`config.mk`:
```
export PLATFORM = sky130hd
export DESIGN_NAME = gyro_rate_average_integrator_flat
export DESIGN_NICKNAME = d
export VERILOG_FILES = /design/src/rtl/gra_pkg.sv /design/src/rtl/gra_ifs.sv /design/src/rtl/gyro_rate_average_integrator.sv /design/src/flat_wrapper.sv
export SDC_FILE = /design/constraint.sdc
export NUM_CORES = 2
export LEC_CHECK = 0
export BUFFER_PORTS_ARGS = -buffer_cell sky130_fd_sc_hd__buf_4
export CAP_MARGIN = 15
export CELL_PAD_IN_SITES_DETAIL_PLACEMENT = 1
export CELL_PAD_IN_SITES_GLOBAL_PLACEMENT = 2
export CORE_MARGIN = 2
export CORE_UTILIZATION = 40
export CTS_BUF_LIST = sky130_fd_sc_hd__clkbuf_4 sky130_fd_sc_hd__clkbuf_8
export DETAILED_ROUTE_END_ITERATION = 8
export GPL_TIMING_DRIVEN = 1
export PLACE_DENSITY_LB_ADDON = 0.12
export SLEW_MARGIN = 20
export SYNTH_ARGS = -nofsm -noshare
export SYNTH_HDL_FRONTEND = slang
export SYNTH_SLANG_ARGS = --single-unit
export TNS_END_PERCENT = 1
```
`constraint.sdc`:
```
create_clock -name clk -period 10.9 [get_ports clk]
set_input_delay 2.18 -clock clk [delete_from_list [all_inputs] [get_ports clk]]
set_output_delay 2.18 -clock clk [all_outputs]
set_load 0.05 [all_outputs]
```
`src/rtl/gra_pkg.sv`:
```
`timescale 1ns / 1ps

package gra_pkg;

  // Field widths of the channels
  localparam int RAW_W       = 16;
  localparam int STOP_W      = 16;
  localparam int RATE_OUT_W  = 32;
  localparam int ANGLE_W     = 19;
  localparam int BIAS_OUT_W  = 32;

  // Configuration registers
  localparam int SCALE_W     = 18;
  localparam int STEP_W      = 24;
  localparam int CFG_IDX_W   = 2;
  localparam int CFG_DATA_W  = 24;

  localparam logic [SCALE_W-1:0] RATE_SCALE_RST  = 18'd65536;
  localparam logic [STEP_W-1:0]  STEP_TIME_RST   = 24'd167772;
  localparam logic [STOP_W-1:0]  STOP_THRESH_RST = 16'd500;

  typedef enum logic [CFG_IDX_W-1:0] {
    CFG_RATE_SCALE  = 2'd0,
    CFG_STEP_TIME   = 2'd1,
    CFG_STOP_THRESH = 2'd2
  } cfg_idx_t;

  // Internal value ranges (window mean never exceeds 2^19 in magnitude)
  localparam int MEAN_MAG_W  = 19;
  localparam int MEAN_W      = 20;
  localparam int DIFF_MAG_W  = 20;
  localparam int RATE_MAG_W  = 23;
  localparam int RATE_W      = 24;
  localparam int WRAP_W      = 25;

  // Scaling constants
  localparam int COEF_W      = 27;
  localparam logic [COEF_W-1:0] DEG2RAD_Q32 = 27'd74961321;
  localparam int LSB_PER_DPS = 131;
  localparam int Q16_ONE     = 65536;
  localparam int RATE_FRAC   = 16;
  localparam int STEP_FRAC   = 24;
  localparam int PI_Q16      = 205887;
  localparam int TWO_PI_Q16  = 411775;

  // Sequencer states
  typedef enum logic [3:0] {
    ST_IDLE,
    ST_SUM,
    ST_MMUL,
    ST_DIVLD,
    ST_DIV,
    ST_BIAS,
    ST_RMUL,
    ST_RRND,
    ST_AMUL,
    ST_ARND,
    ST_WRAP
  } state_t;

endpackage

```
`src/rtl/gra_ifs.sv`:
```
`timescale 1ns / 1ps

// Input sample channel
interface gra_in_if
  import gra_pkg::*;
  ();
  logic                     valid;
  logic                     ready;
  logic signed [RAW_W-1:0]  raw_rate;
  logic [STOP_W-1:0]        motors_stopped_ms;

  modport source (output valid, output raw_rate, output motors_stopped_ms, input ready);
  modport sink   (input valid, input raw_rate, input motors_stopped_ms, output ready);
endinterface

// Result channel
interface gra_out_if
  import gra_pkg::*;
  ();
  logic                          valid;
  logic                          ready;
  logic signed [RATE_OUT_W-1:0]  rate_rad;
  logic signed [ANGLE_W-1:0]     angle_rad;
  logic signed [BIAS_OUT_W-1:0]  bias_rad;

  modport source (output valid, output rate_rad, output angle_rad, output bias_rad,
                  input ready);
  modport sink   (input valid, input rate_rad, input angle_rad, input bias_rad,
                  output ready);
endinterface

// Register write channel
interface gra_cfg_if
  import gra_pkg::*;
  ();
  logic                   valid;
  logic                   ready;
  logic [CFG_IDX_W-1:0]   idx;
  logic [CFG_DATA_W-1:0]  data;

  modport source (output valid, output idx, output data, input ready);
  modport sink   (input valid, input idx, input data, output ready);
endinterface

```
`src/rtl/gyro_rate_average_integrator.sv`:
```
// Gyro z-rate averager, bias remover and angle integrator.
//
// in_ch carries one raw z sample (131 LSB per deg/s) and the motors-stopped
// time per transaction; out_ch returns rate, wrapped angle and bias, all Q16.
// cfg_ch writes rate_scale (0), step_time (1) and stop_threshold_ms (2); it
// is always ready and other indexes are dropped.
//
// One shared multiplier runs under a sequencer, one item at a time. The mean
// divide by 131 * WINDOW_LEN * 65536 is a shift and a reciprocal multiply.
// From acceptance, the result is loaded after these steps: window update,
// mean multiply, shift, reciprocal multiply, bias, gain multiply, rounding,
// step multiply, rounding, and wrap steps that add or subtract 2*pi until the
// angle lies in [-pi, pi). in_ch.ready rises together with out_ch.valid.
//
// The result sits in an output register, so a new item is accepted while it
// waits. If the receiver still holds the previous result when the next one is
// done, the sequencer waits in its last step until out_ch frees up.
// Reset (rst_n low, synchronous) empties the sample window, zeroes bias and
// angle, loads the register defaults and drops any pending result.
`timescale 1ns / 1ps

module gyro_rate_average_integrator
  import gra_pkg::*;
#(
  parameter int WINDOW_LEN = 10
) (
  input  logic       clk,
  input  logic       rst_n,
  gra_in_if.sink     in_ch,
  gra_out_if.source  out_ch,
  gra_cfg_if.sink    cfg_ch
);

  localparam int PTR_W     = (WINDOW_LEN > 1) ? $clog2(WINDOW_LEN) : 1;
  localparam int SUM_W     = 17 + $clog2(WINDOW_LEN);
  localparam int SUM_MAG_W = SUM_W - 1;

  // Mean divisor split into 2^16 and 131 * WINDOW_LEN; the second part is a
  // reciprocal multiply that is exact for every quotient below 2^MEAN_MAG_W
  localparam longint DIVQ   = longint'(LSB_PER_DPS) * WINDOW_LEN;
  localparam int     Q16_SH = $clog2(Q16_ONE);
  localparam int     DQ_W   = $clog2(DIVQ);
  localparam int     T_W    = MEAN_MAG_W + DQ_W;
  localparam int     RCP_SH = T_W + DQ_W;
  localparam int     RCP_W  = T_W + 1;
  localparam longint RCP    = ((longint'(1) << RCP_SH) + DIVQ - 1) / DIVQ;

  localparam int MUL_A0_W  = (SUM_MAG_W > RATE_MAG_W) ? SUM_MAG_W : RATE_MAG_W;
  localparam int MUL_A_W   = (T_W > MUL_A0_W) ? T_W : MUL_A0_W;
  localparam int MUL_B_W   = (RCP_W > COEF_W) ? RCP_W : COEF_W;
  localparam int PROD_W    = MUL_A_W + MUL_B_W;

  localparam logic [PROD_W-1:0]  DIV_HALF = PROD_W'(DIVQ << (Q16_SH - 1));
  localparam logic [MUL_B_W-1:0] RCP_C    = MUL_B_W'(RCP);

  localparam logic [PROD_W-1:0] RND_RATE = PROD_W'(64'd1 << (RATE_FRAC - 1));
  localparam logic [PROD_W-1:0] RND_STEP = PROD_W'(64'd1 << (STEP_FRAC - 1));

  localparam logic signed [WRAP_W-1:0] PI_W     = WRAP_W'(PI_Q16);
  localparam logic signed [WRAP_W-1:0] TWO_PI_W = WRAP_W'(TWO_PI_Q16);

  // Sequencer and configuration
  state_t                     state_r, state_nxt;
  logic [SCALE_W-1:0]         scale_r;
  logic [STEP_W-1:0]          step_r;
  logic [STOP_W-1:0]          thr_r;

  // Window storage
  logic signed [RAW_W-1:0]    win_mem [WINDOW_LEN];
  logic [WINDOW_LEN-1:0]      vld_r;
  logic [PTR_W-1:0]           ptr_r;
  logic signed [RAW_W-1:0]    old_r;
  logic signed [SUM_W-1:0]    sum_r;

  // Working registers
  logic signed [RAW_W-1:0]    raw_r;
  logic [STOP_W-1:0]          stop_r;
  logic [MUL_A_W-1:0]         mag_r;
  logic                       neg_r;
  logic [PROD_W-1:0]          prod_r;
  logic signed [MEAN_W-1:0]   bias_r;
  logic signed [ANGLE_W-1:0]  angle_r;
  logic signed [WRAP_W-1:0]   wrap_r;
  logic signed [RATE_W-1:0]   rate_r;

  // Output register
  logic                          out_valid_r;
  logic signed [RATE_OUT_W-1:0]  out_rate_r;
  logic signed [ANGLE_W-1:0]     out_angle_r;
  logic signed [BIAS_OUT_W-1:0]  out_bias_r;

  // Combinational datapath
  logic                       in_acc;
  logic                       in_ready;
  logic                       out_free;
  logic                       wrap_done;
  logic [MUL_B_W-1:0]         mul_b;
  logic [PROD_W-1:0]          mul_p;
  logic signed [RAW_W-1:0]    old_eff;
  logic signed [SUM_W-1:0]    sum_upd;
  logic [SUM_W-1:0]           sum_abs;
  logic [PROD_W-1:0]          rnd_mean;
  logic [MEAN_MAG_W-1:0]      q_mean;
  logic signed [MEAN_W-1:0]   mean_s;
  logic signed [MEAN_W-1:0]   bias_upd;
  logic signed [MEAN_W:0]     diff_s;
  logic [MEAN_W:0]            diff_abs;
  logic [PROD_W-1:0]          rnd_rate;
  logic [RATE_MAG_W-1:0]      rate_mag;
  logic [PROD_W-1:0]          rnd_step;
  logic [RATE_MAG_W-1:0]      step_mag;
  logic signed [WRAP_W-1:0]   step_s;
  logic signed [WRAP_W-1:0]   wrap_ld;
  logic signed [WRAP_W-1:0]   angle_fin;

  assign in_acc    = in_ch.valid && in_ready;
  assign out_free  = !out_valid_r || out_ch.ready;
  assign wrap_done = (wrap_r >= 0) && (wrap_r < TWO_PI_W);

  // Window sum update and its magnitude
  assign old_eff  = vld_r[ptr_r] ? old_r : '0;
  assign sum_upd  = sum_r + SUM_W'(raw_r) - SUM_W'(old_eff);
  assign sum_abs  = sum_upd[SUM_W-1] ? SUM_W'(-sum_upd) : SUM_W'(sum_upd);

  // Shared multiplier
  assign mul_p = PROD_W'(mag_r) * PROD_W'(mul_b);

  // Mean division: add half the divisor, drop 16 bits, reciprocal multiply
  assign rnd_mean = prod_r + DIV_HALF;
  assign q_mean   = prod_r[RCP_SH +: MEAN_MAG_W];

  // Mean, bias capture and corrected difference
  assign mean_s   = neg_r ? -$signed({1'b0, q_mean}) : $signed({1'b0, q_mean});
  assign bias_upd = (stop_r > thr_r) ? mean_s : bias_r;
  assign diff_s   = (MEAN_W+1)'(mean_s) - (MEAN_W+1)'(bias_upd);
  assign diff_abs = diff_s[MEAN_W] ? (MEAN_W+1)'(-diff_s) : (MEAN_W+1)'(diff_s);

  // Rounding of the gain product and the angle step, ties away from zero
  assign rnd_rate = prod_r + RND_RATE;
  assign rate_mag = rnd_rate[RATE_FRAC +: RATE_MAG_W];
  assign rnd_step = prod_r + RND_STEP;
  assign step_mag = rnd_step[STEP_FRAC +: RATE_MAG_W];
  assign step_s   = neg_r ? -$signed(WRAP_W'(step_mag)) : $signed(WRAP_W'(step_mag));
  assign wrap_ld  = WRAP_W'(angle_r) + PI_W - step_s;
  assign angle_fin = wrap_r - PI_W;

  // Next state
  always_comb begin
    state_nxt = state_r;
    case (state_r)
      ST_IDLE:  if (in_acc) state_nxt = ST_SUM;
      ST_SUM:   state_nxt = ST_MMUL;
      ST_MMUL:  state_nxt = ST_DIVLD;
      ST_DIVLD: state_nxt = ST_DIV;
      ST_DIV:   state_nxt = ST_BIAS;
      ST_BIAS:  state_nxt = ST_RMUL;
      ST_RMUL:  state_nxt = ST_RRND;
      ST_RRND:  state_nxt = ST_AMUL;
      ST_AMUL:  state_nxt = ST_ARND;
      ST_ARND:  state_nxt = ST_WRAP;
      ST_WRAP:  if (wrap_done && out_free) state_nxt = ST_IDLE;
      default:  state_nxt = ST_IDLE;
    endcase
  end

  // Sequencer outputs
  always_comb begin
    in_ready = 1'b0;
    mul_b    = MUL_B_W'(DEG2RAD_Q32);
    case (state_r)
      ST_IDLE: in_ready = 1'b1;
      ST_MMUL: mul_b = MUL_B_W'(DEG2RAD_Q32);
      ST_DIV:  mul_b = RCP_C;
      ST_RMUL: mul_b = MUL_B_W'(scale_r);
      ST_AMUL: mul_b = MUL_B_W'(step_r);
      default: ;
    endcase
  end

  // Window memory: read at acceptance, written once the sum is updated
  always_ff @(posedge clk) begin
    if (in_acc) old_r <= win_mem[ptr_r];
    if (state_r == ST_SUM) win_mem[ptr_r] <= raw_r;
  end

  // Control state and configuration
  always_ff @(posedge clk) begin
    if (!rst_n) begin
      state_r     <= ST_IDLE;
      scale_r     <= RATE_SCALE_RST;
      step_r      <= STEP_TIME_RST;
      thr_r       <= STOP_THRESH_RST;
      vld_r       <= '0;
      ptr_r       <= '0;
      sum_r       <= '0;
      bias_r      <= '0;
      angle_r     <= '0;
      out_valid_r <= 1'b0;
    end else begin
      state_r <= state_nxt;

      if (cfg_ch.valid) begin
        case (cfg_idx_t'(cfg_ch.idx))
          CFG_RATE_SCALE:  scale_r <= cfg_ch.data[SCALE_W-1:0];
          CFG_STEP_TIME:   step_r  <= cfg_ch.data[STEP_W-1:0];
          CFG_STOP_THRESH: thr_r   <= cfg_ch.data[STOP_W-1:0];
          default: ;
        endcase
      end

      if (state_r == ST_SUM) begin
        sum_r        <= sum_upd;
        vld_r[ptr_r] <= 1'b1;
        ptr_r        <= (ptr_r == PTR_W'(WINDOW_LEN - 1)) ? '0 : ptr_r + 1'b1;
      end

      if (state_r == ST_BIAS) bias_r <= bias_upd;

      // Result load and hand-off
      if (state_r == ST_WRAP && wrap_done && out_free) begin
        angle_r     <= angle_fin[ANGLE_W-1:0];
        out_valid_r <= 1'b1;
      end else if (out_ch.ready) begin
        out_valid_r <= 1'b0;
      end
    end
  end

  // Working datapath
  always_ff @(posedge clk) begin
    if (in_acc) begin
      raw_r  <= in_ch.raw_rate;
      stop_r <= in_ch.motors_stopped_ms;
    end

    case (state_r)
      ST_SUM: begin
        mag_r <= MUL_A_W'(sum_abs[SUM_MAG_W-1:0]);
        neg_r <= sum_upd[SUM_W-1];
      end
      ST_MMUL, ST_DIV, ST_RMUL, ST_AMUL: prod_r <= mul_p;
      ST_DIVLD: mag_r <= MUL_A_W'(rnd_mean[Q16_SH +: T_W]);
      ST_BIAS: begin
        mag_r <= MUL_A_W'(diff_abs[DIFF_MAG_W-1:0]);
        neg_r <= diff_s[MEAN_W];
      end
      ST_RRND: begin
        rate_r <= neg_r ? -$signed(RATE_W'(rate_mag)) : $signed(RATE_W'(rate_mag));
        mag_r  <= MUL_A_W'(rate_mag);
      end
      ST_ARND: wrap_r <= wrap_ld;
      ST_WRAP: begin
        if (wrap_r < 0) begin
          wrap_r <= wrap_r + TWO_PI_W;
        end else if (wrap_r >= TWO_PI_W) begin
          wrap_r <= wrap_r - TWO_PI_W;
        end
      end
      default: ;
    endcase

    if (state_r == ST_WRAP && wrap_done && out_free) begin
      out_rate_r  <= {{(RATE_OUT_W-RATE_W){rate_r[RATE_W-1]}}, rate_r};
      out_angle_r <= angle_fin[ANGLE_W-1:0];
      out_bias_r  <= {{(BIAS_OUT_W-MEAN_W){bias_r[MEAN_W-1]}}, bias_r};
    end
  end

  // Channel drive
  assign in_ch.ready      = in_ready;
  assign cfg_ch.ready     = 1'b1;
  assign out_ch.valid     = out_valid_r;
  assign out_ch.rate_rad  = out_rate_r;
  assign out_ch.angle_rad = out_angle_r;
  assign out_ch.bias_rad  = out_bias_r;

endmodule

```
`src/flat_wrapper.sv`:
```
// flat-port wrapper written by rule: the top's interface ports become plain ports
module gyro_rate_average_integrator_flat import gra_pkg::*;
#(
  parameter int WINDOW_LEN = 10
)
  (clk, rst_n, in_ch_valid, in_ch_raw_rate, in_ch_motors_stopped_ms, in_ch_ready, out_ch_valid, out_ch_rate_rad, out_ch_angle_rad, out_ch_bias_rad, out_ch_ready, cfg_ch_valid, cfg_ch_idx, cfg_ch_data, cfg_ch_ready);
  gra_in_if in_ch_i ();
  gra_out_if out_ch_i ();
  gra_cfg_if cfg_ch_i ();
  input  logic clk;
  input  logic rst_n;
  input wire logic [$bits(in_ch_i.valid)-1:0] in_ch_valid;
  input wire logic [$bits(in_ch_i.raw_rate)-1:0] in_ch_raw_rate;
  input wire logic [$bits(in_ch_i.motors_stopped_ms)-1:0] in_ch_motors_stopped_ms;
  output wire logic [$bits(in_ch_i.ready)-1:0] in_ch_ready;
  output wire logic [$bits(out_ch_i.valid)-1:0] out_ch_valid;
  output wire logic [$bits(out_ch_i.rate_rad)-1:0] out_ch_rate_rad;
  output wire logic [$bits(out_ch_i.angle_rad)-1:0] out_ch_angle_rad;
  output wire logic [$bits(out_ch_i.bias_rad)-1:0] out_ch_bias_rad;
  input wire logic [$bits(out_ch_i.ready)-1:0] out_ch_ready;
  input wire logic [$bits(cfg_ch_i.valid)-1:0] cfg_ch_valid;
  input wire logic [$bits(cfg_ch_i.idx)-1:0] cfg_ch_idx;
  input wire logic [$bits(cfg_ch_i.data)-1:0] cfg_ch_data;
  output wire logic [$bits(cfg_ch_i.ready)-1:0] cfg_ch_ready;
  assign in_ch_i.valid = in_ch_valid;
  assign in_ch_i.raw_rate = in_ch_raw_rate;
  assign in_ch_i.motors_stopped_ms = in_ch_motors_stopped_ms;
  assign in_ch_ready = in_ch_i.ready;
  assign out_ch_valid = out_ch_i.valid;
  assign out_ch_rate_rad = out_ch_i.rate_rad;
  assign out_ch_angle_rad = out_ch_i.angle_rad;
  assign out_ch_bias_rad = out_ch_i.bias_rad;
  assign out_ch_i.ready = out_ch_ready;
  assign cfg_ch_i.valid = cfg_ch_valid;
  assign cfg_ch_i.idx = cfg_ch_idx;
  assign cfg_ch_i.data = cfg_ch_data;
  assign cfg_ch_ready = cfg_ch_i.ready;
  gyro_rate_average_integrator #(.WINDOW_LEN(WINDOW_LEN)) u_core (.clk(clk), .rst_n(rst_n), .in_ch(in_ch_i), .out_ch(out_ch_i), .cfg_ch(cfg_ch_i));
endmodule
```
==> run metrics <==
status finished, final reports clean; Synth Register Bits around 530; fin crit share 0.945; Port Buffers around 150; top cells by count, synth inv_1 (894), fa_1 (711), nand2_1 (641); Mean Syn Cell Area between 9 and 10 µm²; Post-synth EDFFs 396; Synth Area in XOR/XNOR 0.0480; NumNets Final roughly 7000; vias around 41000; # Post-CTS Setup Buffers 0; Area growth syn-to-layout 9.83%; final setup vio count 0; Worst path slowest cell nor4_1; initial antenna violation count 19; final cell count without fillers between 7000 and 8000; Seq/Total Area, Yosys 0.260; number of vias per cell around 5.3; Root Driver clkbuf_8; # IOs around 150; worst r2r src u_core.state_r[0]$_SDFFE_PN0P_; syn nets between 6000 and 7000; H-tree depth 3; Placed Cells incl. Taps ~7600; setup_tns 0 ns; global-route wire length before repair 280000 µm; minimum clock period 10.30 ns; Worst Path Required ~11 ns; CTS tree yes; Syn Std Cell Area about 56000 µm²; met2 Use GR 0.425; worst hold path type flip-flop to flip-flop; max_slew headroom 0.154; worst r2r path cells 32; initial core utilization 0.403; Crit. End Element flip-flop; remaining global-route overflow 0; most frequent CP cell fa_1; Detailed Place HPWL 144000 µm; DRT Wirelength around 180000 µm; multiplexer share of the synthesized area 0.0259; Main synth FF type edfxtp_1; Worst R2R End u_core.prod_r[59]$_DFFE_PP_; main combinational cell family by area after synthesis adder cells; share of cells above drive strength 1 0.0952; vias in the first global route roughly 45000; clock transition at the registers of the reported paths 0.07 ns; Slew Viols, Final 0; grt met3 use 0.0341; Synth Area in Simple Gates 0.158; Final Hold Viols 0; post-route ant nets 0; Crit. Startpoint u_core.state_r[0]$_SDFFE_PN0P_; crit path kind flip-flop to flip-flop; most area-consuming cells after synthesis fa_1 (25%), edfxtp_1 (21%), ha_1 (8.7%); GR peak layer met2; Rows about 140; CP max stage delay roughly 0.70 ns; cells after synthesis 5773; die height between 300 and 400 µm; DRC violations left 0; actual transition at the worst max-transition pin between 1 and 1.5 ns; max frequency about 100 MHz; clk sinks about 530; leading area contributor after synthesis fa_1; CP max FO 14; Filler Cells Inserted around 16000; Setup crit start kind flip-flop; library cells used by synthesis around 110; Max clock buf depth 3; Worst setup endpoint u_core.prod_r[59]$_DFFE_PP_; RSZ-0062 raised after global routing false; number of buffers created by CTS 93; adder-cell share of the synthesized area 0.340; drt first pass iters 5; WL per Instance approximately 24 µm; top-count cell post-synth inv_1; drt initial violations between 2000 and 3000; post-synthesis compound-gate area fraction 0.0850; largest net degree at the start of global routing 60; core area approximately 140000 µm²; critical path arrival between 10 and 15 ns; gr usage total 0.259; top cell type's share of synthesized area 0.253; met1 usage in global routing 0.365; routability cong. 0.876; Final Skew about 0.061 ns; worst skew pair latency 0.78 ns; die area around 140000 µm²; Die X about 380 µm; max_cap viols 0; synth warn 0; Async SR Flop Fraction 0; FF-to-FF setup slack 0.60 ns
==> cells by family (layout without fill, tap and decap cells) <==
logic type      Yosys count  in the layout
compound gates          734            734
xor+xnor                308            308
fa+ha+maj              1103           1103
buf+inv                1217           1359
flops                   533            533
mux                     103            103
other cells               1              6
simple gates           1774           1774
==> critical path, delay by kind of cell (launching register included) <==
kind	cells	cell delay, ns
buf+inv	8	0.60
fa+ha+maj	9	4.18
simple gates	7	2.39
compound gates	7	2.14
xor+xnor	1	0.09
flops	1	0.57
==> layout make-up <==
type | instances | area (µm²) | area share
tap | 1876 | 2350 | 0.0379
timing repair buffer | 289 | 2210 | 0.0357
sequential | 533 | 14600 | 0.237
clock buffer | 121 | 1510 | 0.0244
multi-input combinational | 4023 | 37100 | 0.600
inverter | 895 | 3360 | 0.0543
antenna | 5 | 12.5 | 0.000202
clock inverter | 54 | 654 | 0.0106
==> flip-flops by register name (all words and copies together), names as in the netlist, 10 cells and up <==
name	flops
u_core.out_ch.bias_rad	20
u_core.out_ch.angle_rad	19
u_core.stop_r	16
u_core.scale_r	18
u_core.rate_r	24
u_core.out_ch.rate_rad	24
u_core.prod_r	45
u_core.step_r	24
u_core.vld_r	10
u_core.angle_r	19
u_core.sum_r	21
u_core.win_mem	160
u_core.mag_r	30
u_core.thr_r	16
u_core.wrap_r	25
u_core.bias_r	20
u_core.old_r	16
u_core.raw_r	16
==> through the flow <==
step	util	setup slack (ns)	area [µm²]	hold WS, ns
2_1_floorplan	-	2.38	56300	0.400
3_5_place_dp	0.427	0.591	59700	0.409
6_report	0.443	0.603	61900	0.404
4_1_cts	0.443	0.569	61800	0.406
5_1_grt	0.443	0.271	61900	0.421
3_3_place_gp	0.427	0.920	59700	0.406
==> metal layers <==
| layer | share of wire | up-vias |
|---|---|---|
| met2 | 0.47 | 911 |
| li1 | - | 18900 |
| met1 | 0.46 | 21400 |
| met3 | 0.049 | 193 |
| met4 | 0.020 | 0 |
| met5 | 0 | - |
==> cell usage in the layout (no fill, tap or decap), types with 16 or more instances in the layout <==
cell type	synthesis	routed
inv_1	894	894
fa_1	711	711
nand2_1	641	640
and2_1	442	441
edfxtp_1	396	396
ha_1	392	392
buf_4	24	285
a21oi_1	245	242
nor2_1	229	227
xnor2_1	182	182
o21ai_0	140	139
dfxtp_1	137	135
xor2_1	125	125
clkbuf_8	0	96
nand3_1	87	87
nor3_1	77	69
mux2i_1	68	68
a21o_1	61	61
and3_1	48	48
nand4_1	45	45
a211oi_1	45	44
nor2b_1	44	42
mux4_2	34	34
nand2b_1	31	31
a31oi_1	30	30
or3_1	25	25
clkbuf_4	0	25
nor4_1	24	24
clkinv_1	0	18
o31ai_1	16	16
==> repair_timing <==
| action | 4_1_cts | 5_1_grt |
|---|---|---|
| hold buffers | 0 | 0 |
| hold endpoints to repair | 0 | 0 |
| gates resized for setup | 0 | 1 |
| setup endpoints to repair | 0 | 1 |
==> how the worst min path moves through the flow <==
stage	startpoint	end	slack [ns]	depth (start not counted)
after global placement	u_core.rate_r[5]$_DFFE_PP_	u_core.out_ch.rate_rad[5]$_DFFE_PP_	0.41	0
after detailed placement	u_core.rate_r[7]$_DFFE_PP_	u_core.out_ch.rate_rad[7]$_DFFE_PP_	0.41	0
after global routing	u_core.rate_r[17]$_DFFE_PP_	u_core.out_ch.rate_rad[17]$_DFFE_PP_	0.42	0
after floorplan	u_core.rate_r[0]$_DFFE_PP_	u_core.out_ch.rate_rad[0]$_DFFE_PP_	0.40	0
after CTS	u_core.rate_r[17]$_DFFE_PP_	u_core.out_ch.rate_rad[17]$_DFFE_PP_	0.41	0
final	u_core.rate_r[17]$_DFFE_PP_	u_core.out_ch.rate_rad[17]$_DFFE_PP_	0.40	0
Power is not shown: default switching activity piles up to over one toggle a cycle in this logic, so the estimate is an artifact.
